### src/grcl_pkg.sv
// Types and constants of the gradient color ramp lookup.
`default_nettype none

package grcl_pkg;

	localparam int MAX_STOPS    = 4;
	localparam int STOP_REGS    = 4;
	localparam int POS_BITS     = 16;
	localparam int FRAC_BITS    = 16;
	localparam int QUO_BITS     = POS_BITS + FRAC_BITS;
	localparam int STOP_IDX_W   = $clog2(STOP_REGS);
	localparam int STOP_FIELD_W = 16;
	localparam int POSITION_W   = 16;
	localparam int COUNT_W      = 3;
	localparam int CFG_IDX_W    = 3;
	localparam int CFG_DATA_W   = 64;
	localparam int COLOR_W      = 32;
	localparam int CH_W         = 8;
	localparam int NUM_CH       = 4;
	localparam int PROD_Q_W     = FRAC_BITS + CH_W;
	localparam int PROD_W       = PROD_Q_W + CH_W;
	// Front register, one register per divider cell, product and output registers.
	localparam int LATENCY      = QUO_BITS + 3;

	localparam logic [CFG_IDX_W-1:0] REG_STOP_COUNT     = CFG_IDX_W'(0);
	localparam logic [CFG_IDX_W-1:0] REG_STOP_POSITIONS = CFG_IDX_W'(1);
	localparam logic [CFG_IDX_W-1:0] REG_STOP_COLOR_0   = CFG_IDX_W'(2);
	localparam logic [CFG_IDX_W-1:0] REG_STOP_COLOR_1   = CFG_IDX_W'(3);
	localparam logic [CFG_IDX_W-1:0] REG_STOP_COLOR_2   = CFG_IDX_W'(4);
	localparam logic [CFG_IDX_W-1:0] REG_STOP_COLOR_3   = CFG_IDX_W'(5);

	localparam logic [COUNT_W-1:0]    RESET_STOP_COUNT     = COUNT_W'(2);
	localparam logic [CFG_DATA_W-1:0] RESET_STOP_POSITIONS = 64'h0000_0000_FFFF_0000;
	localparam logic [COLOR_W-1:0]    RESET_COLOR_0        = 32'h0000_0000;
	localparam logic [COLOR_W-1:0]    RESET_COLOR_1        = 32'hFFFF_FFFF;
	localparam logic [COLOR_W-1:0]    RESET_COLOR_2        = 32'h0000_0000;
	localparam logic [COLOR_W-1:0]    RESET_COLOR_3        = 32'h0000_0000;

	typedef struct packed {
		logic                bad;
		logic [POS_BITS-1:0] rem;
		logic [POS_BITS-1:0] num;
		logic [POS_BITS-1:0] span;
		logic [QUO_BITS-1:0] quo;
		logic [COLOR_W-1:0]  c_lo;
		logic [COLOR_W-1:0]  c_hi;
	} grcl_div_t;

	typedef struct packed {
		logic      valid;
		grcl_div_t data;
	} grcl_stage_t;

endpackage

`default_nettype wire

### src/grcl_select.sv
// Front stage: picks the lower and upper stops and forms the span and offset.
`default_nettype none

module grcl_select (
	input  logic                                 clk,
	input  logic                                 arst_n,
	input  logic                                 accept,
	input  logic [grcl_pkg::POSITION_W-1:0]      position,
	input  logic [grcl_pkg::COUNT_W-1:0]         stop_count,
	input  logic [grcl_pkg::CFG_DATA_W-1:0]      stop_positions,
	input  logic [grcl_pkg::COLOR_W-1:0]         stop_color [grcl_pkg::STOP_REGS],
	output grcl_pkg::grcl_stage_t                stage
);
	import grcl_pkg::*;

	logic [POS_BITS-1:0]   x;
	logic [POS_BITS-1:0]   pos [MAX_STOPS];
	logic [POS_BITS-1:0]   p_lo;
	logic [POS_BITS-1:0]   p_hi;
	logic [COUNT_W-1:0]    n;
	logic [STOP_IDX_W-1:0] lo;
	logic [STOP_IDX_W-1:0] hi;
	logic                  found;
	logic                  bad;
	logic                  valid_s1;
	grcl_div_t             data_s1;

	always_comb begin
		for (int i = 0; i < MAX_STOPS; i++) begin
			pos[i] = stop_positions[STOP_FIELD_W*i +: POS_BITS];
		end
		x = position[POS_BITS-1:0];
		n = (stop_count > COUNT_W'(MAX_STOPS)) ? COUNT_W'(MAX_STOPS) : stop_count;
		lo = '0;
		hi = '0;
		found = 1'b0;
		// The scan ends at the first stop above x; stops after it do not move lo.
		for (int i = 0; i < MAX_STOPS; i++) begin
			if ((COUNT_W'(i) < n) && !found) begin
				if (pos[i] < x) begin
					lo = STOP_IDX_W'(i);
				end
				if (pos[i] > x) begin
					hi = STOP_IDX_W'(i);
					found = 1'b1;
				end
			end
		end
		// Full scale always interpolates toward the last stop in use.
		if ((x == '1) && (n != '0)) begin
			hi = STOP_IDX_W'(n - COUNT_W'(1));
		end
		p_lo = pos[lo];
		p_hi = pos[hi];
		bad = (n == '0) || (p_hi <= p_lo) || (x < p_lo);
	end

	always_ff @(posedge clk or negedge arst_n) begin
		if (!arst_n) begin
			valid_s1 <= 1'b0;
		end else begin
			valid_s1 <= accept;
		end
	end

	always_ff @(posedge clk) begin
		if (accept) begin
			data_s1.bad  <= bad;
			data_s1.rem  <= '0;
			data_s1.num  <= x - p_lo;
			data_s1.span <= p_hi - p_lo;
			data_s1.quo  <= '0;
			data_s1.c_lo <= stop_color[lo];
			data_s1.c_hi <= stop_color[hi];
		end
	end

	assign stage = '{valid: valid_s1, data: data_s1};

endmodule

`default_nettype wire

### config.mk
export PLATFORM = sky130hd
export DESIGN_NAME = grcl_select
export DESIGN_NICKNAME = d
export VERILOG_FILES = /design/src/grcl_pkg.sv /design/src/grcl_select.sv
export SDC_FILE = /design/constraint.sdc
export NUM_CORES = 1
export LEC_CHECK = 0
export ABC_CLOCK_PERIOD_IN_PS = 1640
export BUFFER_PORTS_ARGS = -buffer_cell sky130_fd_sc_hd__buf_2
export CAP_MARGIN = 15
export CORE_MARGIN = 8
export CORE_UTILIZATION = 45
export DETAILED_ROUTE_END_ITERATION = 6
export PLACE_DENSITY = 0.83
export SLEW_MARGIN = 25
export SYNTH_ARGS = -nofsm -noshare
export SYNTH_HDL_FRONTEND = slang
export SYNTH_SLANG_ARGS = --single-unit
### constraint.sdc
create_clock -name clk -period 1.64 [get_ports clk]
set_clock_uncertainty 0.2 [all_clocks]
set_input_delay 0.246 -clock clk [delete_from_list [all_inputs] [get_ports clk]]
set_output_delay 0.246 -clock clk [all_outputs]
set_load 0.02 [all_outputs]
==> metrics <==
Synth area leaders=edfxtp_1 (31%), ha_1 (13%), mux4_2 (11%); DR pass1 iterations=5; synthesized area=approximately 9300 um2; via count=about 9800; ANT nets after route=0; total power=14.61 mW; crit path time final=between 4 and 5 ns; Post-Syn Area per Cell=10.64 um2; final wirelength=between 30000 and 40000 um; Post-synth top cells=edfxtp_1 (97), ha_1 (97), nand2_1 (62); Post-synth EDFFs=97; startpoint type of the worst setup path=primary input; Required @ worst endpoint=between 1.5 and 2 ns; RSZ-0062 raised after global routing=true; grt total ovfl=0; I/O pins=360; Port Buffers=311; fraction of layout cells with a size suffix above 1=0.5405; number of max-cap violations=0; DIE HEIGHT=between 150 and 200 um; Tcrit/Tclk final=2.858; CP max stage delay=between 0.4 and 0.5 ns; Placed Cells=approximately 1600; largest net degree at the start of global routing=47; Crit path top cell by count=a21o_1; Setup-failing EPs final=between 90 and 100; Post-Route M1 WL=14510 um; H-tree depth=3; global-route wire length before repair=56760 um; dominant synthesized flop cell=edfxtp_1; P_leak=just under 7 nW; register bit count reported by yosys=98; setup TNS=-192.77 ns; Clock transition at path regs=0.08 ns; Crit path buffers/inverters=3; DR top layer=met5; area share of the largest cell type after synthesis=0.3140; sequential fraction of the synthesis area=0.3167; Psw=5.798 mW; CTS buffer count=9; Worst slew margin=0.4929; DR WL/cell=around 22 um; Clk pwr share=0.150; Final GP Congestion=between 0.9 and 1; status=finished with violations; Core Rows=52; sw frac=0.3969; post-synthesis cell type with the largest combined area=edfxtp_1; initial core utilization=0.4585; initial antenna violation count=7; root buf cell=clkbuf_16; crit path kind=in -> reg; gr usage total=0.2829; clk buf depth=2; metal3 WL=between 3000 and 4000 um; chip width=approximately 160 um; CTS Sinks=between 90 and 100; max-slew violation count=0; Layout Utilization=0.7240; Max Freq=between 200 and 250 MHz; vias in the first global route=about 10000; Critical-path top delay cell=or3b_4; Post-Synthesis Cells=approximately 870; Nets=1740; Flop pwr share=0.253; synth unique cells=64; critical path data arrival time=approximately 4.6 ns; total core area=20230 um2; initial DRC count=approximately 850; Final Instance Area=between 10000 and 15000 um2; critical-path cell list=buf_8 > clkinvlp_4 > ha_4 > a21o_1 > a221o_1 > a21o_1 > a211oi_4 > or3b_4 > mux2i_2 > o221a_4 > ha_4 > inv_2 > fa_2 > a21o_1 > a21o_1 > a21oi_2 > o21ai_2 > a211oi_4 > o41ai_2 > a21oi_1 > xnor2_1; critical path peak fanout=4; Fill cells=around 1400; worst hold path class=in -> reg; Ys Warns=0; Worst Tran Pin Value=roughly 0.75 ns; final hold violation count=0; Area growth syn-to-layout=57.91%; CP delay by family, top=compound AO/OA/AOI/OAI gates; Placed Area=12480 um2; final setup margin=-3.048 ns; post-DP HPWL=a little under 30000 um; DR WL met2=18570 um; Comb power frac=0.597; internal power=8.809 mW; total power per unit cell area=997.0 nW/um2; Die ar.=25470 um2; fin cells=1708; CP endpoint kind=register; Synth async-reset ratio=0.01020; # DRC=0; failing checks=negative setup slack; worst vdd ir=a little under 0.0006 V; CTS tree=built; Vias/cell=~5.8
what timing repair did:
action                                 CTS  global route
hold buffers                            24             0
pin swaps                               44            65
endpoints found under the hold margin   23             0
gates resized for setup                159            92
cloned                                   4             3
setup endpoints to repair               97            97
buffers inserted                        28            23
power groups by stage:
stage                     registers, mW  clock network [mW]  logic [mW]
after floorplan                    4.49                   0        3.50
after global placement             3.74                   0        6.89
after detailed placement           3.75                   0        7.07
after CTS                          3.70                2.21        7.97
after global routing               3.75                2.30        9.24
final                              3.70                2.19        8.72
layout make-up:
cell class	instances	area, um2	area share
well taps	270	337.8	0.02306
inverters	52	219.0	0.01495
flip-flops and latches	98	2938	0.2005
multi-input cells	686	6711	0.4581
repair buffers	580	4139	0.2825
clock buffers	9	225.2	0.01537
diodes	6	15.01	0.001025
clock inverters	7	65.06	0.004441
final timing paths:
check	cells past startpoint	startpoint	slack, ns	end
worst max-delay path	21	position[10]	-3.05	stage[126]
worst min-delay path	3	stop_color[31]	0.01	stage[63]
max in group asynchronous	3	arst_n	0.63	valid_s1
min in group asynchronous	3	arst_n	0.51	valid_s1
logic make-up after synthesis:
| family | synth area share |
|---|---|
| multiplexers | 0.2103 |
| XOR/XNOR | 0.01794 |
| other | 0.0004042 |
| buffers and inverters | 0.08496 |
| AND/OR/NAND/NOR | 0.1230 |
| flip-flops | 0.3167 |
| AO/OA/AOI/OAI | 0.1117 |
| adder cells (fa/ha/maj) | 0.1351 |
metrics by stage:
stage                     setup slack (ns)  hold WS [ns]
final                               -3.048       0.01213
after global routing                -3.174       0.02352
after CTS                           -2.998      0.008031
after detailed placement            -3.523       -0.1781
after global placement              -3.410       -0.1797
after floorplan                     -3.200       -0.2496
cell usage in the layout, fill, tap and decap left out, drive strengths merged, types with 9 or more instances in the layout:
cell         Yosys  layout
nand2           62      62
o21ai           55      55
nand4           19      19
nor2            47      47
mux4            47      47
and3             9       9
ha              97      97
nand3           14      14
edfxtp          97      97
clkbuf          11      12
o221ai          15      15
conb             1      48
a21o             9       9
xnor2           14      14
mux2i           52      52
buf             72     553
mux2            33      33
nand2b          22      22
dlygate4sd3      0      24
nor3            25      25
a21oi           33      33
inv             52      53
registers in the layout, indices dropped and copies added (netlist names):
signal	count
valid_s1	1
stage	97
routing by layer:
metal / vias up / track usage
met3: 114 / 0.07394
met2: 623 / 0.4648
met1: 4712 / 0.3379
li1: 4375 / -
met5: - / 0
met4: 2 / 0.1407
Power figures use the tool's default switching activity.
