[src/grcl_pkg.sv]
// Types and constants of the gradient color ramp lookup.
`default_nettype none

package grcl_pkg;

	localparam int MAX_STOPS    = 4;
	localparam int STOP_REGS    = 4;
	localparam int POS_BITS     = 16;
	localparam int FRAC_BITS    = 16;
	localparam int QUO_BITS     = POS_BITS + FRAC_BITS;
	localparam int STOP_IDX_W   = $clog2(STOP_REGS);
	localparam int STOP_FIELD_W = 16;
	localparam int POSITION_W   = 16;
	localparam int COUNT_W      = 3;
	localparam int CFG_IDX_W    = 3;
	localparam int CFG_DATA_W   = 64;
	localparam int COLOR_W      = 32;
	localparam int CH_W         = 8;
	localparam int NUM_CH       = 4;
	localparam int PROD_Q_W     = FRAC_BITS + CH_W;
	localparam int PROD_W       = PROD_Q_W + CH_W;
	// Front register, one register per divider cell, product and output registers.
	localparam int LATENCY      = QUO_BITS + 3;

	localparam logic [CFG_IDX_W-1:0] REG_STOP_COUNT     = CFG_IDX_W'(0);
	localparam logic [CFG_IDX_W-1:0] REG_STOP_POSITIONS = CFG_IDX_W'(1);
	localparam logic [CFG_IDX_W-1:0] REG_STOP_COLOR_0   = CFG_IDX_W'(2);
	localparam logic [CFG_IDX_W-1:0] REG_STOP_COLOR_1   = CFG_IDX_W'(3);
	localparam logic [CFG_IDX_W-1:0] REG_STOP_COLOR_2   = CFG_IDX_W'(4);
	localparam logic [CFG_IDX_W-1:0] REG_STOP_COLOR_3   = CFG_IDX_W'(5);

	localparam logic [COUNT_W-1:0]    RESET_STOP_COUNT     = COUNT_W'(2);
	localparam logic [CFG_DATA_W-1:0] RESET_STOP_POSITIONS = 64'h0000_0000_FFFF_0000;
	localparam logic [COLOR_W-1:0]    RESET_COLOR_0        = 32'h0000_0000;
	localparam logic [COLOR_W-1:0]    RESET_COLOR_1        = 32'hFFFF_FFFF;
	localparam logic [COLOR_W-1:0]    RESET_COLOR_2        = 32'h0000_0000;
	localparam logic [COLOR_W-1:0]    RESET_COLOR_3        = 32'h0000_0000;

	typedef struct packed {
		logic                bad;
		logic [POS_BITS-1:0] rem;
		logic [POS_BITS-1:0] num;
		logic [POS_BITS-1:0] span;
		logic [QUO_BITS-1:0] quo;
		logic [COLOR_W-1:0]  c_lo;
		logic [COLOR_W-1:0]  c_hi;
	} grcl_div_t;

	typedef struct packed {
		logic      valid;
		grcl_div_t data;
	} grcl_stage_t;

endpackage

`default_nettype wire

[src/grcl_div_cell.sv]
// One divider cell: resolves one quotient bit and passes the word to the next cell.
`default_nettype none

module grcl_div_cell (
	input  logic                  clk,
	input  logic                  arst_n,
	input  grcl_pkg::grcl_stage_t din,
	output grcl_pkg::grcl_stage_t dout
);
	import grcl_pkg::*;

	logic [POS_BITS:0] r;
	logic [POS_BITS:0] diff;
	logic              ge;
	grcl_div_t         nxt;
	logic              valid_s1;
	grcl_div_t         data_s1;

	always_comb begin
		r = {din.data.rem, din.data.num[POS_BITS-1]};
		diff = r - {1'b0, din.data.span};
		ge = (r >= {1'b0, din.data.span});
		nxt = din.data;
		// The remainder stays below the span, so it fits the narrower field.
		nxt.rem = ge ? diff[POS_BITS-1:0] : r[POS_BITS-1:0];
		nxt.num = {din.data.num[POS_BITS-2:0], 1'b0};
		nxt.quo = {din.data.quo[QUO_BITS-2:0], ge};
	end

	always_ff @(posedge clk or negedge arst_n) begin
		if (!arst_n) begin
			valid_s1 <= 1'b0;
		end else begin
			valid_s1 <= din.valid;
		end
	end

	always_ff @(posedge clk) begin
		if (din.valid) begin
			data_s1 <= nxt;
		end
	end

	assign dout = '{valid: valid_s1, data: data_s1};

endmodule

`default_nettype wire

[config.mk]
export PLATFORM = sky130hd
export DESIGN_NAME = grcl_div_cell
export DESIGN_NICKNAME = d
export VERILOG_FILES = /design/src/grcl_pkg.sv /design/src/grcl_div_cell.sv
export SDC_FILE = /design/constraint.sdc
export NUM_CORES = 1
export LEC_CHECK = 0
export BUFFER_PORTS_ARGS = -buffer_cell sky130_fd_sc_hd__buf_4
export CAP_MARGIN = 0
export CORE_MARGIN = 3
export CORE_UTILIZATION = 35
export CTS_CLUSTER_SIZE = 28
export DETAILED_ROUTE_END_ITERATION = 10
export PLACE_DENSITY_LB_ADDON = 0.05
export SYNTH_ARGS = -nofsm -noshare
export SYNTH_HDL_FRONTEND = slang
export SYNTH_SLANG_ARGS = --single-unit
[constraint.sdc]
create_clock -name clk -period 0.8 [get_ports clk]
set_input_delay 0.2 -clock clk [delete_from_list [all_inputs] [get_ports clk]]
set_output_delay 0.2 -clock clk [all_outputs]
set_load 0.02 [all_outputs]
==> results of run 1 <==
-- sequential cells by signal, indices dropped and copies added, names as in the netlist --
signal	flops
valid_s1	1
dout	144
-- power groups by stage --
stage / logic (W) / registers [W] / clock network [W]
2_1_floorplan: 0.000992 / 0.0103 / 0
3_3_place_gp: 0.00416 / 0.00946 / 0
3_5_place_dp: 0.00419 / 0.00947 / 0
4_1_cts: 0.00526 / 0.00945 / 0.00801
5_1_grt: 0.00565 / 0.00953 / 0.00840
6_report: 0.00535 / 0.00948 / 0.00789
-- how the worst max path moves through the flow --
stage / slack [ps] / from / end
6_report: -1030 / din[131] / dout[139]$_DFFE_PP_
5_1_grt: -1100 / din[127] / dout[140]$_DFFE_PP_
4_1_cts: -1040 / din[127] / dout[140]$_DFFE_PP_
3_5_place_dp: -1650 / din[96] / dout[140]$_DFFE_PP_
3_3_place_gp: -1620 / din[96] / dout[140]$_DFFE_PP_
2_1_floorplan: -1400 / din[106] / dout[136]$_DFFE_PP_
-- per-layer routing --
metal | track usage | share of wire | up-vias
met4 | 0.0747 | 0.024 | 0
met3 | 0.0735 | 0.071 | 34
met5 | 0 | 0 | -
met2 | 0.416 | 0.55 | 200
met1 | 0.227 | 0.35 | 2220
li1 | - | - | 2159
-- area by class of cell --
type | count | area (um^2) | share of cell area
clock inverter | 11 | 129 | 0.0114
timing repair buffer | 485 | 4640 | 0.412
inverter | 22 | 95.1 | 0.00844
multi-input combinational | 130 | 1330 | 0.118
sequential | 145 | 4350 | 0.386
clock buffer | 21 | 460 | 0.0408
tap | 211 | 264 | 0.0234
-- what timing repair did --
action / in CTS / in global routing
setup buffers: 6 / 2
endpoints found under the hold margin: 125 / 0
hold buffers: 125 / 0
gates resized for setup: 170 / 20
setup endpoints to repair: 162 / 162
pin swaps: 7 / 9
-- cells in the mapped netlist, types with 2 or more instances --
cell	n	area, um^2
xor2_1	3	26.3
ha_1	16	200
nand4_1	2	12.5
mux2_4	6	90.1
nor2_1	12	45.0
nand2_1	8	30.0
mux2_2	7	78.8
o21ai_0	12	60.1
o21a_1	3	22.5
buf_4	4	30.0
a21oi_1	14	70.1
a211oi_1	5	37.5
xnor2_1	6	52.6
edfxtp_1	144	4320
nor2b_1	3	18.8
mux2i_1	2	20.0
nand3_1	3	15.0
a21o_1	7	52.6
o31a_1	2	17.5
a21boi_0	2	15.0
inv_1	22	82.6
-- cell families (layout without fill, tap and decap cells) --
logic type	Yosys count	in the layout	synth area share
DFF	145	145	0.789
AOI/OAI and AO/OA	55	55	0.0685
and+or+nand+nor	33	33	0.0300
buffers and inverters	28	539	0.0234
adders and majority gates	17	17	0.0399
muxes	15	15	0.0343
xor gates and xnor gates	9	9	0.0143
other	1	1	0.000680
-- through the flow --
step           std cells  utilization  setup TNS (ps)  hold slack (ps)
2_1_floorplan        303            -          -21810            -95.6
3_3_place_gp         860        0.564          -38790            -23.7
3_5_place_dp         860        0.564          -40370            -23.7
4_1_cts             1023        0.731          -69210             50.0
5_1_grt             1025        0.736          -73790             52.8
6_report            1025        0.736          -66970             70.5
-- cells in the final DEF, fill, tap and decap left out, types with 9 or more instances in the layout --
| cell | n |
|---|---|
| buf_6 | 156 |
| o21ai_0 | 10 |
| clkbuf_16 | 17 |
| edfxtp_1 | 144 |
| dlygate4sd3_1 | 125 |
| inv_1 | 11 |
| mux2_4 | 13 |
| ha_4 | 13 |
| buf_4 | 195 |
| a21oi_1 | 9 |
| nor2_1 | 11 |
==> summary.txt, run 1 <==
Status = complete, but fails checks
Violated checks = negative setup slack
Sink Count = 145
Setup ws final = -1030 ps
DR iter-0 viols = 193
Flops & latches, synth = 145
CTS tree = yes
Worst vdd ir = 1400 uV
Synth Net Count = 468
Area after DPL = 8630 um^2
Leakage power = 4.78 nW
Antenna cell count = 0
Synth cell types = 41
CP delay by family, top = compound AO/OA/AOI/OAI gates
Synthesized area per cell = 18.2 um^2
YS warnings = 0
Hold Path Origin = din[105]
Fin area = 11300 um^2
GPL Wtd Cong = 0.842
Fmax = 545 MHz
Clock power share = 0.347
Sw frac = 0.253
Crit. path cell count = 9
Hold Crit Endpoint = dout[105]$_DFFE_PP_
IO Pins = 294
CTS H-Tree Depth = 4
WS Path Type = in2reg
Nets = 966
Post-synthesis cell count = 303
Post-synth top flop = edfxtp_1
CTS Root Buffer Type = clkbuf_16
Clock input transition at the sequential cells of the worst setup and hold paths = 60 ps
Vias = 4613
Largest buffer count on any clock path = 2
Final period utilization = 2.29
Synthesized cell area = 5510 um^2
Fin. max-slew vios = 0
Post-synth EDFFs = 144
GRT Resource Usage Total = 0.221
Max-Cap Viols = 0
Sw Pwr = 0.00575 W
Area growth, synth to finish = 104%
Crit-path max FO = 12
Site Rows = 45
Type of the tightest min-delay check = in2reg
Initial antenna violation count = 0
GRT Residual Overflow = 0
Critical Path Max Stage Delay = 310 ps
WP buf/inv = 2
Hold depth = 2
TritonCTS buffer count = 17
Post-DP HPWL = 12800 um
Critical Path AT = 2000 ps
Final hold vios = 0
Full die area = 17300 um^2
Crit-path cells = buf_6 -> ha_4 -> a211oi_4 -> o211ai_1 -> o21ai_2 -> o211ai_4 -> a31oi_4 -> buf_12 -> mux2_4
Die Span X = 132 um
Sequential share of the synthesized area = 0.789
PwrDens = 2010 nW/um^2
Fillers = 984
Core Box Area = 15300 um^2
Port bufs = 291
Place WS = -1650 ps
Share of post-route cells with drive strength above 1 = 0.550
Average wire per cell in the routed design = 18.7 um
Drt pass-1 iters = 4
Asr flop ratio synth = 0.00690
Fin crit period = 1830 ps
Vias per Instance = 4.50
Largest net degree at the start of global routing = 31
Crit path required time = 960 ps
Crit path max-delay cell type = mux2_4
Die height = 132 um
Remaining DRCs = 0
# setup viols final = 162
Internal power = 0.0170 W
Post-Route WL = 19100 um
RSZ-0062 raised after global routing = yes
Critical path capture point type = flip-flop
Critical Path Start Type = primary input
Combinational group share of total power = 0.235
Initial Util = 0.360
Final ANT Viol Nets = 0
Vias in the first global route = 4975
Power, Total = 0.0227 W
Sequential Power Share = 0.417
First-pass GRT wire length = 29100 um
No activity file was read; power rests on OpenSTA's default activity.
==> run 2, diff against run 1 <==
--- a/config.mk
+++ b/config.mk
@@ -5,6 +5,7 @@
 export SDC_FILE = /design/constraint.sdc
 export NUM_CORES = 1
 export LEC_CHECK = 0
+export ABC_AREA = 1
 export BUFFER_PORTS_ARGS = -buffer_cell sky130_fd_sc_hd__buf_4
 export CAP_MARGIN = 0
 export CORE_MARGIN = 3
@@ -12,6 +13,7 @@
 export CTS_CLUSTER_SIZE = 28
 export DETAILED_ROUTE_END_ITERATION = 10
 export PLACE_DENSITY_LB_ADDON = 0.05
+export SETUP_SLACK_MARGIN = 0.2
 export SYNTH_ARGS = -nofsm -noshare
 export SYNTH_HDL_FRONTEND = slang
 export SYNTH_SLANG_ARGS = --single-unit
==> summary.txt, run 2 <==
Clock input transition at the sequential cells of the worst setup and hold paths = 60 ps
Die Span X = 133 um
Share of post-route cells with drive strength above 1 = 0.631
Antenna cell count = 0
Final hold vios = 126
Fin. max-slew vios = 0
Crit-path cells = buf_4 -> inv_1 -> ha_4 -> nand2_1 -> nor2_1 -> nand3_2 -> nor2_4 -> nor2_4 -> nand2_4 -> inv_6 -> buf_8 -> nand2_4 -> nand2_2
Area after DPL = 8720 um^2
Place WS = -1050 ps
Hold buffer count at cts = 1
Most frequent cells in the layout = 182 x buf_4, 161 x buf_6, 144 x edfxtp_1
Post-synth top flop = edfxtp_1
Number of flip-flops in the largest register = 144
RSZ-0062 raised after global routing = yes
Asr flop ratio synth = 0.00690
YS warnings = 0
Critical Path Max Stage Delay = 280 ps
Site Rows = 45
Synth top area cells = edfxtp_1 76%, nand2_1 7.9%, inv_1 4.0%
Remaining DRCs = 0
GRT Residual Overflow = 0
Fmax = 708 MHz
CP delay by family, top = simple AND/OR/NAND/NOR gates
Worst vdd ir = 1540 uV
Power, Total = 0.0221 W
First-pass GRT wire length = 25400 um
Synth Net Count = 582
Initial Util = 0.366
Crit-path max FO = 5
Full die area = 17800 um^2
Most frequent cell after synthesis = edfxtp_1
Largest buffer count on any clock path = 2
Type of the tightest min-delay check = in2reg
Commonest non-fill, non-tap cell in the layout = buf_4
CTS tree = yes
Largest net degree at the start of global routing = 59
Vias = 4488
Port bufs = 291
Nets = 949
Final ANT Viol Nets = 0
Hold_ws = -42.1 ps
TritonCTS buffer count = 17
Synth top cells by count = 144 x edfxtp_1, 120 x nand2_1, 60 x inv_1, 17 x nand3_1
Post-synthesis cell count = 417
Status = complete, but fails checks
Sequential share of the synthesized area = 0.765
Crit path required time = 970 ps
Initial antenna violation count = 0
Max-Cap Viols = 0
Flops & latches, synth = 145
Synthesized area per cell = 13.6 um^2
PwrDens = 2130 nW/um^2
Critical Path Start Type = primary input
Setup ws final = -613 ps
Post-DP HPWL = 13100 um
Critical path capture point type = flip-flop
Core Box Area = 15500 um^2
GRT Resource Usage Total = 0.189
WS Path Type = in2reg
Synth cell types = 25
Violated checks = negative hold slack, negative setup slack
Crit path max-delay cell type = ha_4
Average wire per cell in the routed design = 17.3 um
CTS H-Tree Depth = 4
# setup viols final = 162
WP buf/inv = 4
CTS Root Buffer Type = clkbuf_16
IO Pins = 294
Vias per Instance = 4.45
Post-synth EDFFs = 144
Leakage power = 4.60 nW
GPL Wtd Cong = 0.814
Final period utilization = 1.77
Post-Route WL = 17500 um
Fin area = 10400 um^2
Drt pass-1 iters = 5
Area growth, synth to finish = 82.4%
Fin crit period = 1410 ps
Die height = 133 um
Critical Path AT = 1580 ps
DR iter-0 viols = 222
Vias in the first global route = 4527
Synthesized cell area = 5690 um^2
Yosys top cell area share = 0.760
Dominant cell type by area after synthesis = edfxtp_1
Sink Count = 145
## run 2: cell count changes after synthesis, moves of 6 or more
| cell | previous run | this run |
|---|---|---|
| mux2_4 | 6 | 0 |
| nand3_1 | 3 | 17 |
| o21ai_0 | 12 | 2 |
| mux2_2 | 7 | 0 |
| nand2_1 | 8 | 120 |
| inv_1 | 22 | 60 |
| a21o_1 | 7 | 0 |
## run 2: power breakdown
group | internal [W] | total [W] | switching, W
sequential | 0.00914 | 0.00944 | 0.000300
combinational | 0.00258 | 0.00496 | 0.00238
clock | 0.00469 | 0.00774 | 0.00305
## run 2: kinds of logic (layout without fill, tap and decap cells)
kind of cell	Yosys count	in the layout	synth area share
compound gates	12	12	0.0110
buf+inv	65	445	0.0497
fa+ha+maj	17	17	0.0387
other cells	1	1	0.000659
simple gates	171	171	0.126
xor+xnor	6	6	0.00924
flops	145	145	0.765
## run 2: repair_timing
| action | 4_1_cts | 5_1_grt |
|---|---|---|
| cloned | 0 | 3 |
| buffers inserted | 8 | 7 |
| gates resized for setup | 161 | 94 |
| endpoints found under the hold margin | 127 | 126 |
| pin swaps | 12 | 52 |
| setup endpoints to repair | 162 | 162 |
## run 2: routing by layer
| metal | track usage | vias to the layer above | share of wire |
|---|---|---|---|
| met2 | 0.354 | 174 | 0.56 |
| met4 | 0.0543 | 0 | 0.015 |
| met3 | 0.0608 | 21 | 0.072 |
| met1 | 0.205 | 2151 | 0.36 |
| met5 | 0 | - | 0 |
| li1 | - | 2142 | - |
## run 2: final cells by class
type	instances	area, um^2
Multi-Input combinational cell	207	1550
Timing Repair Buffer	353	3360
Fill cell	1196	5170
Clock inverter	12	133
Tap cell	211	264
Inverter	60	263
Clock buffer	20	447
Sequential cell	145	4350
## run 2: worst paths after layout
kind | start | depth (start not counted) | slack, ps | endpoint
setup / recovery | din[97] | 13 | -610 | dout[134]$_DFFE_PP_
hold / removal | din[53] | 1 | -40 | dout[53]$_DFFE_PP_
max in group asynchronous | arst_n | 2 | 610 | valid_s1$_DFF_PN0_
min in group asynchronous | arst_n | 2 | 110 | valid_s1$_DFF_PN0_
## run 2: stage by stage
stage	std cells	TNS, ps	util
floorplan	417	-11890	-
global placement	957	-37720	0.561
detailed placement	957	-37860	0.561
CTS	998	-61000	0.642
global route	1008	-65550	0.668
finish	1008	-58750	0.668
==> run 3, diff against run 2 <==
--- a/config.mk
+++ b/config.mk
@@ -9,9 +9,10 @@
 export BUFFER_PORTS_ARGS = -buffer_cell sky130_fd_sc_hd__buf_4
 export CAP_MARGIN = 0
 export CORE_MARGIN = 3
-export CORE_UTILIZATION = 35
+export CORE_UTILIZATION = 40
 export CTS_CLUSTER_SIZE = 28
 export DETAILED_ROUTE_END_ITERATION = 10
+export MAX_ROUTING_LAYER = met4
 export PLACE_DENSITY_LB_ADDON = 0.05
 export SETUP_SLACK_MARGIN = 0.2
 export SYNTH_ARGS = -nofsm -noshare
==> summary.txt, run 3 (synthesis gave the netlist of run 2 again) <==
Worst path most repeated cell = nor2_2
Final period utilization = 1.68
CTS tree = yes
Place WS = -1010 ps
Commonest non-fill, non-tap cell in the layout = buf_4
Clock input transition at the sequential cells of the worst setup and hold paths = 60 ps
Hold depth = 1
Crit path required time = 970 ps
Number of flip-flops in the largest register = 144
Crit path max-delay cell type = ha_4
GPL Wtd Cong = 0.879
Remaining DRCs = 0
TritonCTS buffer count = 17
Max-Cap Viols = 0
Violated checks = negative hold slack, negative setup slack
Critical Path AT = 1510 ps
Post-DP HPWL = 13300 um
Fmax = 745 MHz
GRT Resource Usage Total = 0.224
Area growth, synth to finish = 78.6%
Hold Path Origin = din[10]
Vias in the first global route = 4462
Crit-path cells = buf_4 -> ha_4 -> buf_6 -> inv_2 -> nor2_1 -> nand3_1 -> nor2_2 -> nor2_2 -> nand2_4 -> inv_4 -> buf_12 -> nand2_2 -> nand2_1
Vias = 4459
Fin. max-slew vios = 0
Port bufs = 291
Setup ws final = -541 ps
DR iter-0 viols = 249
Antenna cell count = 0
CTS H-Tree Depth = 4
Average wire per cell in the routed design = 18.2 um
Area of the multi-input gates = 1540 um^2
IO Pins = 294
Status = complete, but fails checks
Fillers = 897
Critical Path Start Type = primary input
First-pass GRT wire length = 25700 um
Drt pass-1 iters = 4
RSZ-0062 raised after global routing = yes
Crit-path max FO = 8
Largest buffer count on any clock path = 2
Crit. path cell count = 13
CTS Root Buffer Type = clkbuf_16
WS Path Type = in2reg
Sequential cell area = 4350 um^2
# setup viols final = 162
Nets = 940
Die Span X = 125 um
Vias per Instance = 4.63
Util after Layout = 0.749
Most frequent cells in the layout = 177 x buf_4, 159 x buf_6, 144 x edfxtp_1
Hold buffer count at cts = 1
WP buf/inv = 5
GRT Residual Overflow = 0
Hold Crit Endpoint = dout[10]$_DFFE_PP_
Initial antenna violation count = 0
Type of the tightest min-delay check = in2reg
CP delay by family, top = simple AND/OR/NAND/NOR gates
Critical path capture point type = flip-flop
Die height = 125 um
Post-Route WL = 17600 um
Site Rows = 42
Full die area = 15700 um^2
Fin crit period = 1340 ps
Share of post-route cells with drive strength above 1 = 0.618
Initial Util = 0.419
Final ANT Viol Nets = 0
PwrDens = 2130 nW/um^2
Largest net degree at the start of global routing = 50
Critical Path Max Stage Delay = 290 ps
Worst vdd ir = 1290 uV
Sink Count = 145
Core Box Area = 13600 um^2
Hold_ws = -43.3 ps
Final hold vios = 126
Leakage power = 4.52 nW
-- run 3: worst max path at each step --
stage	startpoint	to	slack, ps
after detailed placement	din[102]	dout[131]$_DFFE_PP_	-1010
after CTS	din[141]	dout[139]$_DFFE_PP_	-490
after global routing	din[141]	dout[137]$_DFFE_PP_	-590
after floorplan	din[131]	dout[142]$_DFFE_PP_	-740
final	din[141]	dout[137]$_DFFE_PP_	-540
after global placement	din[102]	dout[135]$_DFFE_PP_	-970
-- run 3: power by group --
group          internal, W  leakage (nW)  switching, W
clock network      0.00426         0.260       0.00309
logic              0.00251          2.84       0.00235
registers          0.00914          1.42      0.000309
-- run 3: per-layer routing --
metal,vias to the layer above,global-route usage,part of all wire
met2,191,0.409,0.55
li1,2128,-,-
met3,38,0.0665,0.066
met5,-,-,0
met1,2102,0.224,0.35
met4,0,0.0893,0.035
-- run 3: repair_timing --
| action | CTS | global route |
|---|---|---|
| resized for setup | 181 | 64 |
| endpoints found under the hold margin | 127 | 126 |
| pin swaps | 15 | 22 |
| endpoints found under the setup margin | 162 | 162 |
| buffers inserted | 1 | 7 |
-- run 3: through the flow --
step / std cells / setup TNS [ps] / power, W / instance area (um^2) / hold WS [ps]
after floorplan: 417 / -11890 / 0.0113 / 5960 / -95.6
after global placement: 923 / -32310 / 0.0136 / 8690 / -24.3
after detailed placement: 923 / -33600 / 0.0136 / 8690 / -23.6
after CTS: 957 / -60210 / 0.0216 / 9900 / -62.1
after global routing: 964 / -64870 / 0.0226 / 10200 / -70.8
final: 964 / -58410 / 0.0217 / 10200 / -43.3
-- run 3: final cells by class --
class / instances / share of cell area
inverters: 60 / 0.0244
multi-input cells: 207 / 0.151
clock inverters: 14 / 0.0113
repair buffers: 344 / 0.321
well taps: 176 / 0.0217
flip-flops and latches: 145 / 0.428
clock buffers: 18 / 0.0423
