<file path="src/grcl_pkg.sv">
// Types and constants of the gradient color ramp lookup.
`default_nettype none

package grcl_pkg;

	localparam int MAX_STOPS    = 4;
	localparam int STOP_REGS    = 4;
	localparam int POS_BITS     = 16;
	localparam int FRAC_BITS    = 16;
	localparam int QUO_BITS     = POS_BITS + FRAC_BITS;
	localparam int STOP_IDX_W   = $clog2(STOP_REGS);
	localparam int STOP_FIELD_W = 16;
	localparam int POSITION_W   = 16;
	localparam int COUNT_W      = 3;
	localparam int CFG_IDX_W    = 3;
	localparam int CFG_DATA_W   = 64;
	localparam int COLOR_W      = 32;
	localparam int CH_W         = 8;
	localparam int NUM_CH       = 4;
	localparam int PROD_Q_W     = FRAC_BITS + CH_W;
	localparam int PROD_W       = PROD_Q_W + CH_W;
	// Front register, one register per divider cell, product and output registers.
	localparam int LATENCY      = QUO_BITS + 3;

	localparam logic [CFG_IDX_W-1:0] REG_STOP_COUNT     = CFG_IDX_W'(0);
	localparam logic [CFG_IDX_W-1:0] REG_STOP_POSITIONS = CFG_IDX_W'(1);
	localparam logic [CFG_IDX_W-1:0] REG_STOP_COLOR_0   = CFG_IDX_W'(2);
	localparam logic [CFG_IDX_W-1:0] REG_STOP_COLOR_1   = CFG_IDX_W'(3);
	localparam logic [CFG_IDX_W-1:0] REG_STOP_COLOR_2   = CFG_IDX_W'(4);
	localparam logic [CFG_IDX_W-1:0] REG_STOP_COLOR_3   = CFG_IDX_W'(5);

	localparam logic [COUNT_W-1:0]    RESET_STOP_COUNT     = COUNT_W'(2);
	localparam logic [CFG_DATA_W-1:0] RESET_STOP_POSITIONS = 64'h0000_0000_FFFF_0000;
	localparam logic [COLOR_W-1:0]    RESET_COLOR_0        = 32'h0000_0000;
	localparam logic [COLOR_W-1:0]    RESET_COLOR_1        = 32'hFFFF_FFFF;
	localparam logic [COLOR_W-1:0]    RESET_COLOR_2        = 32'h0000_0000;
	localparam logic [COLOR_W-1:0]    RESET_COLOR_3        = 32'h0000_0000;

	typedef struct packed {
		logic                bad;
		logic [POS_BITS-1:0] rem;
		logic [POS_BITS-1:0] num;
		logic [POS_BITS-1:0] span;
		logic [QUO_BITS-1:0] quo;
		logic [COLOR_W-1:0]  c_lo;
		logic [COLOR_W-1:0]  c_hi;
	} grcl_div_t;

	typedef struct packed {
		logic      valid;
		grcl_div_t data;
	} grcl_stage_t;

endpackage

`default_nettype wire

</file>
<file path="src/grcl_mix.sv">
// Output stages: scales each channel difference by the quotient and adds it to, or subtracts it from, the lower color.
`default_nettype none

module grcl_mix (
	input  logic                         clk,
	input  logic                         arst_n,
	input  grcl_pkg::grcl_stage_t        din,
	output logic                         done,
	output logic [grcl_pkg::CH_W-1:0]    red,
	output logic [grcl_pkg::CH_W-1:0]    green,
	output logic [grcl_pkg::CH_W-1:0]    blue,
	output logic [grcl_pkg::CH_W-1:0]    alpha,
	output logic                         bad_span
);
	import grcl_pkg::*;

	logic [CH_W-1:0]   cl   [NUM_CH];
	logic [CH_W-1:0]   chv  [NUM_CH];
	logic [CH_W-1:0]   mag  [NUM_CH];
	logic              neg  [NUM_CH];
	logic [PROD_W-1:0] prod [NUM_CH];
	logic [CH_W-1:0]   sum  [NUM_CH];

	logic              valid_s1;
	logic              bad_s1;
	logic [CH_W-1:0]   lo_s1  [NUM_CH];
	logic [CH_W-1:0]   t_s1   [NUM_CH];
	logic              neg_s1 [NUM_CH];

	logic              done_s2;
	logic              bad_s2;
	logic [CH_W-1:0]   color_s2 [NUM_CH];

	always_comb begin
		for (int c = 0; c < NUM_CH; c++) begin
			cl[c]  = din.data.c_lo[CH_W*c +: CH_W];
			chv[c] = din.data.c_hi[CH_W*c +: CH_W];
			neg[c] = chv[c] < cl[c];
			mag[c] = neg[c] ? (cl[c] - chv[c]) : (chv[c] - cl[c]);
			// Only the low eight bits of the scaled difference survive the wrap,
			// so the quotient bits above them are not needed.
			prod[c] = PROD_W'(mag[c]) * PROD_W'(din.data.quo[PROD_Q_W-1:0]);
		end
	end

	always_comb begin
		for (int c = 0; c < NUM_CH; c++) begin
			sum[c] = neg_s1[c] ? (lo_s1[c] - t_s1[c]) : (lo_s1[c] + t_s1[c]);
		end
	end

	always_ff @(posedge clk or negedge arst_n) begin
		if (!arst_n) begin
			valid_s1 <= 1'b0;
			done_s2  <= 1'b0;
		end else begin
			valid_s1 <= din.valid;
			done_s2  <= valid_s1;
		end
	end

	always_ff @(posedge clk) begin
		if (din.valid) begin
			bad_s1 <= din.data.bad;
			for (int c = 0; c < NUM_CH; c++) begin
				lo_s1[c]  <= cl[c];
				t_s1[c]   <= prod[c][FRAC_BITS +: CH_W];
				neg_s1[c] <= neg[c];
			end
		end
		if (valid_s1) begin
			bad_s2 <= bad_s1;
			for (int c = 0; c < NUM_CH; c++) begin
				color_s2[c] <= bad_s1 ? '0 : sum[c];
			end
		end
	end

	assign done     = done_s2;
	assign bad_span = bad_s2;
	assign red      = color_s2[0];
	assign green    = color_s2[1];
	assign blue     = color_s2[2];
	assign alpha    = color_s2[3];

endmodule

`default_nettype wire

</file>
<file path="config.mk">
export PLATFORM = sky130hd
export DESIGN_NAME = grcl_mix
export DESIGN_NICKNAME = d
export VERILOG_FILES = /design/src/grcl_pkg.sv /design/src/grcl_mix.sv
export SDC_FILE = /design/constraint.sdc
export NUM_CORES = 1
export LEC_CHECK = 0
export BUFFER_PORTS_ARGS = -buffer_cell sky130_fd_sc_hd__buf_2
export CAP_MARGIN = 15
export CELL_PAD_IN_SITES_DETAIL_PLACEMENT = 0
export CELL_PAD_IN_SITES_GLOBAL_PLACEMENT = 2
export CORE_MARGIN = 8
export CORE_UTILIZATION = 41
export CTS_CLUSTER_SIZE = 14
export DETAILED_ROUTE_END_ITERATION = 6
export PLACE_DENSITY = 0.95
export SYNTH_ARGS = -nofsm -noshare
export SYNTH_HDL_FRONTEND = slang
export SYNTH_SLANG_ARGS = --single-unit
</file>
<file path="constraint.sdc">
create_clock -name clk -period 3 [get_ports clk]
set_input_delay 0.45 -clock clk [delete_from_list [all_inputs] [get_ports clk]]
set_output_delay 0.45 -clock clk [all_outputs]
set_load 0.1 [all_outputs]
</file>
==> metrics.md, run 1 <==
| Metric | Value |
|---|---|
| Grt total ovfl | `0` |
| Fmax | `roughly 0.15 GHz` |
| Fillcell total | `approximately 5400` |
| Final WL | `70.3 mm` |
| Worst-path maximum fanout | `4` |
| Simple-Gate Fraction of Synth Area | `between 10% and 20%` |
| ANT nets after route | `0` |
| Max cap viols | `0` |
| Layout Nets | `4003` |
| HP Class | `in -> reg` |
| Worst path required time | `~3100 ps` |
| Most instantiated cells after synthesis | `inv_1, fa_1, and2_1` |
| Fin. Hold Viols | `0` |
| Largest net degree at the start of global routing | `approximately 70` |
| Count of different cell masters after synthesis | `73` |
| CORE AREA | `61400 sq um` |
| Global route hottest layer | `met2` |
| CP arrival | `~6700 ps` |
| Synth top area share | `between 30% and 40%` |
| Slowest stage delay, CP | `between 500 and 600 ps` |
| # DRC | `0` |
| First-pass GRT wire length | `114 mm` |
| First-pass iteration count of the detailed router | `5` |
| Most common cell in the netlist | `inv_1` |
| Min-delay src | `din[144]` |
| Register area | `about 3100 sq um` |
| Failing checks | `setup timing` |
| Ys async rst share | `under 10%` |
| Period Utilization, post-route | `219%` |
| Worst Hold End | `bad_s1$_DFFE_PP_` |
| Layout area overhead | `27.4%` |
| GRT Total Usage | `about a fifth` |
| CTS H-tree lvls | `3` |
| Post-Synth Adder-Cell Area | `~45%` |
| Ranking of synthesized cells by area | `fa_1, edfxtp_1, ha_1` |
| R2R depth | `12` |
| Initial antenna violation count | `6` |
| Vias per cell | `5.01` |
| Post-synth EDFFs | `~100` |
| Vias in the first global route | `22373` |
| Gpl congestion | `0.898` |
| Worst setup EP type | `flip-flop` |
| Yosys top cell by area | `fa_1` |
| Top-Level Pins | `~180` |
| CP Class | `in -> reg` |
| Largest family of logic cells by synthesized area | `adder cells` |
| Hpwl dp | `~57 mm` |
| Register area share after synthesis | `approximately an eighth` |
| Deepest clock path buffer count | `2` |
| Final Max Slew Viols | `0` |
| Die Wd | `264 um` |
| Setup crit start kind | `input pin` |
| Worst r2r dst | `color_s2[2][7]$_SDFFCE_PP0P_` |
| Status | `finished, violations left` |
| Layout cells sized above 1 | `between 20 and 30%` |
| Min Tclk post-route | `around 6600 ps` |
| Post-synthesis mux area share | `approximately 1.3%` |
| Mapped Cells | `2697` |
| Initial core utilization | `41.2%` |
| Clk_lat worst skew | `380 ps` |
| Final Cell Area | `32200 sq um` |
| Total die area | `around 70000 sq um` |
| Drt first-iter violations | `815` |
| Worst-Margin Slew | `about 990 ps` |
| Setup WS post-layout | `-3580 ps` |
| Mapped cell area | `approximately 25000 sq um` |
| Register bit total from synthesis | `~100` |
| Ys flop type | `edfxtp_1` |
| Post-Syn Nets | `~3500` |
| Worst path slowest cell | `fa_2` |
| Clock-pin slew on the worst setup and hold paths | `70 ps` |
| Synth Area in Compound Gates | `about 7.4%` |
| Port-buffer cells | `125` |
| CTS tree | `built` |
| Met3 global-route usage | `between 2 and 3%` |
| Site row count | `between 90 and 100` |
| Worst Hold Path Cells | `1` |
| Met1 Track Usage GR | `between 20 and 25%` |
| Worst Skew | `roughly 11 ps` |
| Via count | `20041` |
| RSZ-0062 raised after global routing | `yes` |
| Met2 Use GR | `between 30 and 40%` |
| Most common cell type on the critical path | `a21o_1` |
| Clk sink count | `between 100 and 150` |
| Die Span Y | `~260 um` |
| YS warnings | `0` |
| Slew HR | `roughly a third` |
| Num CTS Buffers | `9` |
| Placed cell area | `between 30000 and 40000 sq um` |
| XOR/XNOR share of the synthesized area | `about 5.2%` |
| R2R Setup Slk | `roughly 170 ps` |
| Multi-input gate area | `20900 sq um` |
| FF-to-FF Start | `t_s1[2][0]$_DFFE_PP_` |
| Syn avg cell area | `between 9 and 10 sq um` |
| CTS root buf | `clkbuf_16` |
| Setup Viol. Count Final | `32` |
| Wirelength per Cell | `17.6 um` |
==> per-stage QoR <==
step	util (%)	setup TNS, ps	hold slack, ps	cells	setup WS, ps
final	52.5	-107400	252	4002	-3580
after floorplan	-	-105140	154	2697	-3710
after CTS	51.3	-103990	234	3979	-3430
after global routing	52.5	-115050	249	4002	-3760
after global placement	49.4	-119270	235	3926	-3980
after detailed placement	49.4	-123420	236	3926	-4130
==> worst max-delay path by stage <==
stage	startpoint	depth (start not counted)	endpoint
2_1_floorplan	din[24]	28	t_s1[3][7]$_DFFE_PP_
3_3_place_gp	din[8]	30	t_s1[1][7]$_DFFE_PP_
3_5_place_dp	din[0]	30	t_s1[0][3]$_DFFE_PP_
4_1_cts	din[0]	29	t_s1[0][5]$_DFFE_PP_
5_1_grt	din[13]	27	t_s1[1][7]$_DFFE_PP_
6_report	din[24]	30	t_s1[3][7]$_DFFE_PP_
==> critical path: cells and delay by family <==
| family | cells | cell delay [ps] |
|---|---|---|
| and+or+nand+nor | 2 | 260 |
| xor gates and xnor gates | 1 | 100 |
| buffers and inverters | 7 | 530 |
| AOI/OAI and AO/OA | 12 | 2460 |
| adders and majority gates | 7 | 2680 |
| muxes | 1 | 210 |
==> kinds of logic (layout without fill, tap and decap cells) <==
kind of cell	after synthesis	count (layout)
other	0	1
DFF	104	104
buffers and inverters	660	1174
and+or+nand+nor	850	850
AOI/OAI and AO/OA	267	267
muxes	32	32
adders and majority gates	648	648
xor gates and xnor gates	136	136
==> what timing repair did <==
item,in CTS,in global routing
endpoints found under the setup margin,32,36
setup buffers,37,24
resized for setup,129,124
endpoints found under the hold margin,2,0
pin swaps,106,98
hold buffers,1,0
gates cloned,1,3
==> cell type report <==
class	instances	share of cell area (%)
Clock inverter	4	0.171
Inverter	536	6.41
Sequential cell	104	9.67
Clock buffer	11	0.722
Tap cell	790	3.07
Antenna cell	1	0.00777
Timing Repair Buffer	623	14.9
Multi-Input combinational cell	1933	65.0
==> layer usage <==
metal / routed length, um / share of wire [%]
met1: 28100 / 40
met2: 36400 / 52
met3: 3370 / 4.8
met4: 2280 / 3.2
met5: 74 / 0.11
==> layout by cell type, fill, tap and decap left out, types with 9 or more instances in the layout <==
master and count:
ha_4 23, nor2b_1 122, o21ai_0 23, fa_1 422, and2_1 354, nand2_1 138
inv_2 22, xnor3_1 9, a21oi_1 52, xnor2_1 97, xor2_1 22, and2_4 22
buf_2 119, edfxtp_1 102, nor2_1 70, clkbuf_16 9, inv_1 509, nand2b_1 55
buf_4 441, a21o_1 62, fa_2 18, a31oi_1 15, a21oi_2 14, nand3_1 16
buf_6 37, ha_1 183, nor3_1 14, buf_12 22, mux2i_1 13
==> sequential cells by signal, summed over array words and instances, names as in the netlist <==
| register | count |
|---|---|
| neg_s1 | 4 |
| lo_s1 | 32 |
| bad_span | 1 |
| bad_s1 | 1 |
| color_s2 | 32 |
| valid_s1 | 1 |
| done | 1 |
| t_s1 | 32 |
Power of run 1 is left out: the tool's default activity adds up to more than one toggle a clock period on the data nets, which glitch-free logic cannot reach.
==> run 2: changes to the inputs <==
- BUFFER_PORTS_ARGS: -buffer_cell sky130_fd_sc_hd__buf_2 -> not set
- CELL_PAD_IN_SITES_DETAIL_PLACEMENT: 0 -> 1
- CORE_UTILIZATION: 41 -> 43
- DONT_BUFFER_PORTS: not set -> 1
- clock period: 3 -> 6.1 ns (I/O delays scaled with it)
==> run 2 against run 1 <==
Net effect: hold slack got worse by 43 ps; critical path depth decreased by 3; via count is 5.1% higher; the run still ends with setup timing left; critical path type unchanged; sequential cell count unchanged; wire length up 33%; utilization is 0.40 points higher.
==> metrics.md, run 2 (synthesis results as in run 1) <==
| Metric | Value |
|---|---|
| Leading registers by flop count | `color_s2 x32, lo_s1 x32, t_s1 x32` |
| ANT nets after route | `0 (unchanged)` |
| Setup crit start kind | `input pin` |
| Vias in the first global route | `24568 (+9.8%)` |
| Setup WS post-layout | `-1390 ps (+2190 ps)` |
| Post-Route Utilization | `52.9% (+0.40 points)` |
| Layout Nets | `3760 (-6.1%)` |
| Clk_lat worst skew | `400 ps (+20 ps)` |
| HP Class | `in -> async` |
| Total die area | `66800 sq um (-4.4%)` |
| Fin. Hold Viols | `0 (unchanged)` |
| Crit. path cell count | `27 (-10%)` |
| CP arrival | `7630 ps (+930 ps)` |
| Post-route setup TNS | `-30150 ps (+77240 ps)` |
| First-pass GRT wire length | `135 mm (+18%)` |
| Gpl congestion | `0.859 (-4.3%)` |
| Vias per cell | `5.63 (+12%)` |
| Layout area overhead | `22.5%` |
| CTS root buf | `clkbuf_16` |
| Min Tclk post-route | `between 7000 and 8000 ps` |
| Via count | `21070 (+5.1%)` |
| Worst path required time | `6240 ps (+3110 ps)` |
| Initial antenna violation count | `4 (-2)` |
| Worst-path maximum fanout | `7 (+3)` |
| Wirelength per Cell | `25.0 um (+43%)` |
| Drt first-iter violations | `1270 (+56%)` |
| Most common cell type on the critical path | `fa_1` |
| FF-to-FF Start | `t_s1[1][1]$_DFFE_PP_` |
| WHS | `209 ps (-42.6 ps)` |
| Crit path buffers/inverters | `6 (-1)` |
| GRT Total Usage | `25.7% (+5.5 points)` |
| R2R depth | `12 (unchanged)` |
| First-pass iteration count of the detailed router | `5 (unchanged)` |
| Initial core utilization | `43.2% (+2.0 points)` |
| Deepest clock path buffer count | `2 (unchanged)` |
| Clock-pin slew on the worst setup and hold paths | `70 ps (about the same)` |
| Status | `finished, violations left` |
| Worst r2r dst | `color_s2[1][7]$_SDFFCE_PP0P_` |
| Critical Path End | `t_s1[2][7]$_DFFE_PP_` |
| # DRC | `0 (unchanged)` |
| CTS tree | `built` |
| Worst Skew | `12.6 ps (+1.44 ps)` |
| Grt total ovfl | `0 (unchanged)` |
| Fmax | `between 0.1 and 0.15 GHz` |
| Setup Viol. Count Final | `32 (unchanged)` |
| CTS H-tree lvls | `3 (unchanged)` |
| Most common cell after layout, fill and taps aside | `inv_1` |
| Commonest non-fill, non-tap cells in the layout | `inv_1, fa_1, and2_1, buf_4, ha_1` |
| RSZ-0062 raised after global routing | `yes` |
| Max cap viols | `0 (unchanged)` |
| Period Utilization, post-route | `123%` |
| Critical Path Start | `din[19]` |
| Port-buffer cells | `0 (-100%)` |
| R2R Setup Slk | `3100 ps (+2930 ps)` |
| Worst setup EP type | `flip-flop` |
| Worst-Margin Slew | `1200 ps (+211 ps)` |
| Slew HR | `19.9% (-14 points)` |
| Top-Level Pins | `182 (unchanged)` |
| Failing checks | `setup timing` |
| Final Max Slew Viols | `0 (unchanged)` |
| CORE AREA | `58600 sq um (-4.6%)` |
| Clk sink count | `104 (unchanged)` |
| Cts hold-fix bufs | `0 (-1)` |
| Crit path max-delay family | `adder cells` |
| Slowest stage delay, CP | `990 ps (+460 ps)` |
| Hpwl dp | `62.0 mm (+8.4%)` |
| Die Wd | `258 um (-2.2%)` |
| Layout cells sized above 1 | `22.6% (-4.6 points)` |
| Site row count | `89 (-2.2%)` |
| CP Class | `in -> reg` |
| Largest net degree at the start of global routing | `71 (unchanged)` |
| Die Span Y | `258 um (-2.2%)` |
| Num CTS Buffers | `9 (unchanged)` |
| Final WL | `93.7 mm (+33%)` |
| Worst path slowest cell | `a221oi_1` |
run 2: routing by layer:
metal | wire, um | share of wire [%] | up-vias | GRT usage [%]
met5 | 33 | 0.035 | - | 0
met4 | 5740 | 6.1 | 4 | 11.1
met3 | 5600 | 6.0 | 406 | 3.79
met2 | 49000 | 52 | 950 | 48.6
met1 | 33300 | 36 | 10926 | 28.2
li1 | - | - | 8784 | -
run 2: how the worst min path moves through the flow:
stage                                start                 end  slack (ps)  cells after the start
after floorplan           bad_s1$_DFFE_PP_  bad_span$_DFFE_PP_         510                      0
after global placement              arst_n      done$_DFF_PN0_         620                      0
after detailed placement            arst_n      done$_DFF_PN0_         620                      0
after CTS                           arst_n  valid_s1$_DFF_PN0_         180                      0
after global routing                arst_n      done$_DFF_PN0_         190                      0
final                               arst_n      done$_DFF_PN0_         210                      0
run 2: through the flow:
stage	setup slack (ps)	std cells	instance area, sq um
after floorplan	-1070	2697	25700
final	-1390	3743	31000
after detailed placement	-1480	3643	28500
after CTS	-832	3715	30200
after global routing	-1530	3742	31000
after global placement	-1130	3643	28500
run 2: what timing repair did:
| item | 4_1_cts | 5_1_grt |
|---|---|---|
| resized for setup | 205 | 115 |
| endpoints found under the setup margin | 32 | 32 |
| gates cloned | 4 | 1 |
| pin swaps | 129 | 95 |
| setup buffers | 54 | 27 |
run 2: worst reg2reg max path, cell delays in order (launching register included):
cell	delay (ps)
edfxtp_1	460
inv_1	120
ha_1	230
mux2i_1	250
ha_1	290
a21o_1	160
a21o_1	200
a21o_1	180
a21o_1	200
a21o_1	190
a21oi_1	240
xnor2_1	160
nor2_1	50
run 2: area by class of cell:
class	instances	area, sq um
multi-input combinational	1934	21300
clock buffer	12	236
sequential	104	3110
inverter	536	2090
fill	6463	27600
tap	773	967
clock inverter	4	31.3
antenna	1	2.50
timing repair buffer	379	3250
Power of run 2 is left out for the same reason.
==> run 3: changes to the inputs <==
- SKIP_CTS_REPAIR_TIMING: not set -> 1
==> run 3 against run 2 <==
Net effect: the run still ends with setup timing left; worst setup slack better by 380 ps; die area stayed put; maximum frequency is 5.3% higher; utilization is 1.0 points lower; clock skew hardly changed; cell area is 1.9% lower; via count is 3.8% lower; count of clock-buffer cells in the layout stayed put; final cell count is 1.0% lower; largest cell class unchanged; highest routed layer is now met4.
==> metrics.md, run 3 (synthesis results as in run 1) <==
| Metric | Value |
|---|---|
| CORE AREA | `58600 sq um (unchanged)` |
| CTS root buf | `clkbuf_16` |
| Final Max Slew Viols | `0 (unchanged)` |
| Fin. Hold Viols | `0 (unchanged)` |
| Vias per cell | `5.47 (-2.8%)` |
| Total die area | `66800 sq um (unchanged)` |
| Worst Skew | `12.3 ps (-0.254 ps)` |
| # DRC | `0 (unchanged)` |
| Largest net degree at the start of global routing | `71 (unchanged)` |
| FF-to-FF Start | `t_s1[1][0]$_DFFE_PP_` |
| Max cap viols | `0 (unchanged)` |
| Failing checks | `setup timing` |
| First-pass iteration count of the detailed router | `5 (unchanged)` |
| Leading registers by flop count | `color_s2 x32, lo_s1 x32, t_s1 x32` |
| Via count | `20269 (-3.8%)` |
| Critical Path Start | `din[8]` |
| Fillcell total | `6494 (+0.48%)` |
| Grt total ovfl | `0 (unchanged)` |
| CTS tree | `built` |
| Site row count | `89 (unchanged)` |
| CP Class | `in -> reg` |
| Hpwl dp | `62.0 mm (unchanged)` |
| Vias in the first global route | `23474 (-4.5%)` |
| Num CTS Buffers | `9 (unchanged)` |
| Gpl congestion | `0.859 (unchanged)` |
| ANT nets after route | `0 (unchanged)` |
| GRT Total Usage | `23.7% (-1.9 points)` |
| Period Utilization, post-route | `117% (-6.2 points)` |
| Worst path required time | `6230 ps (about the same)` |
| Worst-Margin Slew | `957 ps (-245 ps)` |
| Die Span Y | `258 um (unchanged)` |
| Initial core utilization | `43.2% (unchanged)` |
| Slowest stage delay, CP | `540 ps (-450 ps)` |
| Clock-pin slew on the worst setup and hold paths | `70 ps (about the same)` |
| Clk_lat worst skew | `400 ps (about the same)` |
| Setup WS post-layout | `-1010 ps (+375 ps)` |
| Top-Level Pins | `182 (unchanged)` |
| Layout area overhead | `20.2%` |
| Commonest non-fill, non-tap cells in the layout | `inv_1, fa_1, and2_1, buf_4, ha_1` |
| Worst r2r dst | `color_s2[1][7]$_SDFFCE_PP0P_` |
| Slew HR | `36.2% (+16 points)` |
| HP Class | `in -> async` |
| R2R depth | `12 (unchanged)` |
| Die Wd | `258 um (unchanged)` |
| Min Tclk post-route | `7110 ps (-375 ps)` |
| Deepest clock path buffer count | `2 (unchanged)` |
| Worst path slowest cell | `fa_1` |
| CTS H-tree lvls | `3 (unchanged)` |
| Setup crit start kind | `input pin` |
| CP arrival | `7250 ps (-380 ps)` |
| Worst setup EP type | `flip-flop` |
| Initial antenna violation count | `6 (+2)` |
| Setup Viol. Count Final | `32 (unchanged)` |
| Post-Route Utilization | `51.9% (-1.0 points)` |
| First-pass GRT wire length | `126 mm (-6.9%)` |
| Layout cells sized above 1 | `20.3% (-2.3 points)` |
| Drt first-iter violations | `944 (-26%)` |
| Status | `finished, violations left` |
| R2R Setup Slk | `3120 ps (+20 ps)` |
| Worst-path maximum fanout | `6 (-1)` |
| Final WL | `86.0 mm (-8.2%)` |
| Most common cell after layout, fill and taps aside | `inv_1` |
| Wirelength per Cell | `23.2 um (-7.3%)` |
| RSZ-0062 raised after global routing | `yes` |
| Port-buffer cells | `0 (unchanged)` |
| Clk sink count | `104 (unchanged)` |
| Layout Nets | `3720 (-1.1%)` |
| Fmax | `0.141 GHz (+5.3%)` |
## run 3: critical path: cells and delay by family
family	cells	cell delay (ps)
compound gates	9	1650
simple gates	4	500
fa+ha+maj	7	2570
xor+xnor	2	560
mux	1	240
buf+inv	8	780
## run 3: metal layers
layer / GRT usage (%) / routed length (um) / share of wire (%)
met5: 0 / 0 / 0
met4: 8.47 / 3360 / 3.9
met3: 3.74 / 4120 / 4.8
met2: 45.1 / 46400 / 54
met1: 26.5 / 32100 / 37
## run 3: worst max-delay path by stage
stage	endpoint	slack (ps)
after floorplan	t_s1[3][7]$_DFFE_PP_	-1070
after global placement	t_s1[1][7]$_DFFE_PP_	-1130
after detailed placement	t_s1[3][7]$_DFFE_PP_	-1480
after CTS	t_s1[3][7]$_DFFE_PP_	-1070
after global routing	t_s1[1][6]$_DFFE_PP_	-1240
final	t_s1[1][7]$_DFFE_PP_	-1010
## run 3: stage by stage
step,hold slack (ps),cells,setup TNS [ps],setup slack (ps),cell area [sq um]
global route,187,3703,-30440,-1240,30400
finish,205,3705,-24610,-1010,30400
global placement,619,3643,-28930,-1130,28500
CTS,181,3659,-24800,-1070,28800
floorplan,512,2697,-20820,-1070,25700
detailed placement,619,3643,-37880,-1480,28500
## run 3: layout make-up
type | instances | area [sq um] | area share, %
repair buffers | 340 | 2830 | 9.30
clock inverters | 4 | 31.3 | 0.103
clock buffers | 12 | 236 | 0.778
well taps | 773 | 967 | 3.18
flip-flops and latches | 104 | 3110 | 10.2
diodes | 3 | 7.51 | 0.0247
inverters | 536 | 2090 | 6.89
multi-input cells | 1933 | 21100 | 69.5
Power of run 3 is left out for the same reason.
